File: src/design/mlpf_pkg.sv
// ============================================================================
// mlpf_pkg
// Shared types, codes and default sizes of the multi-level priority FIFO.
// ============================================================================
package mlpf_pkg;

    // default sizes
    localparam int LEVELS_DEF     = 5;
    localparam int LINES_DEF      = 4;
    localparam int LINE_SLOTS_DEF = 64;

    // command queue between front and back
    localparam int QUEUE_DEPTH = 2;

    // request kinds at the port
    localparam logic [1:0] REQ_INSERT     = 2'd0;
    localparam logic [1:0] REQ_INSERT_DEF = 2'd1;
    localparam logic [1:0] REQ_DEQ_HIGH   = 2'd2;
    localparam logic [1:0] REQ_DEQ_LOW    = 2'd3;

    // classified operations
    localparam logic [1:0] OP_INSERT   = 2'd0;
    localparam logic [1:0] OP_BAD_PRIO = 2'd1;
    localparam logic [1:0] OP_DEQ_HIGH = 2'd2;
    localparam logic [1:0] OP_DEQ_LOW  = 2'd3;

    // result status
    localparam logic [1:0] ST_OK       = 2'd0;
    localparam logic [1:0] ST_FULL     = 2'd1;
    localparam logic [1:0] ST_EMPTY    = 2'd2;
    localparam logic [1:0] ST_BAD_PRIO = 2'd3;

    typedef struct packed {
        logic [1:0]  op;
        logic [2:0]  level;
        logic [31:0] content;
    } mlpf_cmd_t;

endpackage

File: src/design/mlpf_cmd_queue.sv
// ============================================================================
// mlpf_cmd_queue
// Short command FIFO between the front and the back.
// ============================================================================
module mlpf_cmd_queue (
    input  logic                clk,
    input  logic                rst_n,
    input  logic                push,
    input  mlpf_pkg::mlpf_cmd_t push_cmd,
    input  logic                pop,
    output logic                full,
    output logic                not_empty,
    output mlpf_pkg::mlpf_cmd_t head_cmd
);
    import mlpf_pkg::*;

    localparam int PTR_W = (QUEUE_DEPTH > 1) ? $clog2(QUEUE_DEPTH) : 1;
    localparam int CNT_W = $clog2(QUEUE_DEPTH + 1);

    mlpf_cmd_t        slot_reg [QUEUE_DEPTH];
    logic [PTR_W-1:0] wr_ptr_reg, wr_ptr_next;
    logic [PTR_W-1:0] rd_ptr_reg, rd_ptr_next;
    logic [CNT_W-1:0] count_reg, count_next;

    assign full      = (count_reg == CNT_W'(QUEUE_DEPTH));
    assign not_empty = (count_reg != '0);
    assign head_cmd  = slot_reg[rd_ptr_reg];

    always_comb
    begin
        wr_ptr_next = wr_ptr_reg;
        rd_ptr_next = rd_ptr_reg;
        count_next  = count_reg;
        if (push)
        begin
            wr_ptr_next = (wr_ptr_reg == PTR_W'(QUEUE_DEPTH - 1)) ? '0 : wr_ptr_reg + 1'b1;
        end
        if (pop)
        begin
            rd_ptr_next = (rd_ptr_reg == PTR_W'(QUEUE_DEPTH - 1)) ? '0 : rd_ptr_reg + 1'b1;
        end
        if (push && !pop)
        begin
            count_next = count_reg + 1'b1;
        end
        else if (pop && !push)
        begin
            count_next = count_reg - 1'b1;
        end
    end

    always_ff @(posedge clk or negedge rst_n)
    begin
        if (!rst_n)
        begin
            wr_ptr_reg <= '0;
            rd_ptr_reg <= '0;
            count_reg  <= '0;
        end
        else
        begin
            wr_ptr_reg <= wr_ptr_next;
            rd_ptr_reg <= rd_ptr_next;
            count_reg  <= count_next;
        end
    end

    always_ff @(posedge clk)
    begin
        if (push)
        begin
            slot_reg[wr_ptr_reg] <= push_cmd;
        end
    end

endmodule

File: config.mk
export PLATFORM = sky130hd
export DESIGN_NAME = mlpf_cmd_queue
export DESIGN_NICKNAME = d
export VERILOG_FILES = /design/src/design/mlpf_pkg.sv /design/src/design/mlpf_cmd_queue.sv
export SDC_FILE = /design/constraint.sdc
export NUM_CORES = 1
export LEC_CHECK = 0
export ABC_AREA = 1
export BUFFER_PORTS_ARGS = -buffer_cell sky130_fd_sc_hd__buf_2
export CAP_MARGIN = 20
export CORE_ASPECT_RATIO = 1.75
export CORE_MARGIN = 1.5
export CORE_UTILIZATION = 40
export CTS_BUF_LIST = sky130_fd_sc_hd__clkbuf_4 sky130_fd_sc_hd__clkbuf_8
export DETAILED_ROUTE_END_ITERATION = 12
export SLEW_MARGIN = 0
export SYNTH_ARGS = -nofsm -noshare
export SYNTH_HDL_FRONTEND = slang
export SYNTH_SLANG_ARGS = --single-unit
File: constraint.sdc
create_clock -name clk -period 5 [get_ports clk]
set_input_delay 0.25 -clock clk [delete_from_list [all_inputs] [get_ports clk]]
set_output_delay 0.25 -clock clk [all_outputs]
set_load 0.05 [all_outputs]
==> results.cfg <==
[setup_path]
required_ns = 4.75
r2r_start = wr_ptr_reg$_DFFE_PN0P_
worst_ep_arrival_time_ns = 2.09
timing.rr.end = slot_reg[1][16]$_DFFE_PP_
path_cells = mux2_2, buf_2
crit_slowest_cell = dfrtp_2
crit_fanout = 38
cp_slowest_stage_delay_ns = 1.08
reg2reg_slack_ns = 3.25
cp-startpoint = rd_ptr_reg$_DFFE_PN0P_
end_kind = output port
worstRegToRegCells = 3
crit_type = reg -> out
worstSetupStartpointType = flip-flop

[cells_and_area]
instances_no_fill = 320
largest_reg_flops = 74
antenna_cells = 0
drive_gt1_frac = 0.5769
num-fill-cells = 643
area_delta_synth_final_pct = 23.00
post-route-util = 0.5068
finalInstanceArea_mm2 = 0.003640
fin_nets = 271

[yosys]
yosysSeqAreaShare = 0.7848
postSynthAreaPerCell_um2 = 21.14
synth_edf_count = 74
synth_nets = 182
synth.distinct_cells = 14
synth_area_leaders = edfxtp_1, mux2_4, mux2_2, dfrtp_1, buf_6
ys_warn_count = 0
ys_top_cells_by_count = edfxtp_1, mux2_4, mux2_2
synth_seq_cells = 78
async_reset_ff_frac = 0.05128
synth_top_area_frac = 0.7510
synth.most_common_cell = edfxtp_1
ys.flop_type = edfxtp_1
postSynthCellCount = 140
synthesis.area_mm2 = 0.002959
synth_top_cell_by_area = edfxtp_1

[routing]
dr.pass1.iters = 4
vias = 1479
viasPerCell = 4.622
drt_iter0_drc = 34
route.detailed.drc = 0
final_antenna_net_count = 0
routedWlPerCell_um = 14.38
wl_um = 4601

[timing]
max_slew.worst_pin.slew_ns = 1.076
grt_setup_unrepaired = false
slew-limit-headroom = 0.2824
finalMaxSlewViolations = 0
fin_crit_sh = 0.4673
period_needed_ns = 2.336
timing.fmax_mhz = 428.0
fin_ws_ns = 2.664
finalSetupViolCount = 0
fin_tns_setup_ns = 0
fin_worst_skew_ns = 0.005632
finalHoldViolCount = 0

[placed_design]
dpl_cell_area_mm2 = 0.003440
dp_slack_ns = 2.991
portBuffers = 79
hpwlAfterDp_um = 3006
routabilityCongestion = 0.6586
dp_cells = 302

[clocking]
htree_levels = 3
hold_buffers = 1
cts_setup_buffers = 0
clock_latency_ns = 0.34
path_clk_slew_ns = 0.07
clkSinkCount = 78
post_cts_resized = 0
root_buffer = clkbuf_8
numCtsBuffers = 9
cts.path.max_buffers = 2
cts_tree = done

[power_and_ir_drop]
seqPwrFrac = 0.419
p_leak_uw = 0.001473
clockPowerShare = 0.169
power.density_mw_per_mm2 = 641.4
power_switching_uw = 948.1
p_int_uw = 1387
power_frac_comb = 0.411
switching_share = 0.4061
irDropWorstVdd_v = 0.0003056

[floorplanning]
row_count = 41
die_w_um = 68.02
core_mm2 = 0.007182
ios = 80
die_height_um = 116.8
initial_core_util = 0.4120
die_area_mm2 = 0.007943

[flow_run]
cap_violations = 0

[grt]
track_usage = 0.1312
grt_overflow = 0
grt_max_degree = 39
antenna_found_initial = 0
grt_pass1_vias = 1535
grt_pass1_wl_um = 7079

[worst_hold_path]
holdPathEnd = slot_reg[0][34]$_DFFE_PP_
holdCritStartpoint = push_cmd[34]
hold_depth = 1
hold_class = in -> reg

[status]
status = finished clean
==> logic make-up after synthesis <==
logic type,after synthesis,synth area share
DFF,78,0.7848
xor gates and xnor gates,3,0.008881
and+or+nand+nor,10,0.01395
buffers and inverters,11,0.02199
muxes,37,0.1662
adders and majority gates,1,0.004228
==> layout by cell type, fill, tap and decap left out, drive strengths merged <==
master	synthesis	routed
mux2	37	37
dfrtp	4	4
clkinv	0	2
nand3	1	1
clkbuf	0	14
buf	4	81
edfxtp	74	74
inv	7	7
xnor2	1	1
ha	1	1
xor2	2	2
nand2	6	6
nor2	2	2
nand4	1	1
dlygate4sd3	0	1
==> worst max-delay path by stage <==
stage / slack [ns] / depth (start not counted) / to
finish: 2.66 / 2 / head_cmd[17]
global route: 2.55 / 2 / head_cmd[15]
CTS: 2.61 / 2 / head_cmd[17]
detailed placement: 2.99 / 2 / head_cmd[17]
global placement: 3.00 / 2 / head_cmd[17]
floorplan: 2.60 / 1 / slot_reg[0][0]$_DFFE_PP_
==> final cells by class <==
class | count | area (um^2) | area share
tap | 86 | 107.6 | 0.02956
sequential | 78 | 2323 | 0.6384
clock buffer | 14 | 161.4 | 0.04435
clock inverter | 2 | 8.758 | 0.002406
timing repair buffer | 82 | 432.9 | 0.1189
multi-input combinational | 51 | 579.3 | 0.1592
inverter | 7 | 26.28 | 0.007219
==> metrics by stage <==
stage | total power (uW) | hold WS, ns
2_1_floorplan | 1775 | -0.04559
6_report | 2335 | 0.09779
5_1_grt | 2451 | 0.07257
3_5_place_dp | 1959 | 0.06354
3_3_place_gp | 1956 | 0.06620
4_1_cts | 2364 | 0.07518
==> per-layer routing <==
layer  vias up  GRT usage  part of all wire
li1        707          -                 -
met1       706     0.1164              0.33
met2        50     0.2265              0.56
met3        16    0.05927             0.074
met4         0    0.09067             0.034
met5         -          0                 0
==> power by group through the flow <==
stage                     logic [uW]  clock network (uW)  registers (uW)
after CTS                        964                 415             985
after detailed placement         962                   0             998
after global routing            1020                 437             998
after floorplan                  860                   0             914
final                            960                 396             979
after global placement           961                   0             994
==> worst max-delay path: cells and delay by family (launching register included) <==
kind / cells / cell delay, ns
buffers and inverters: 1 / 0.22
flip-flops: 1 / 1.08
multiplexers: 1 / 0.44
Power figures use the tool's default switching activity.
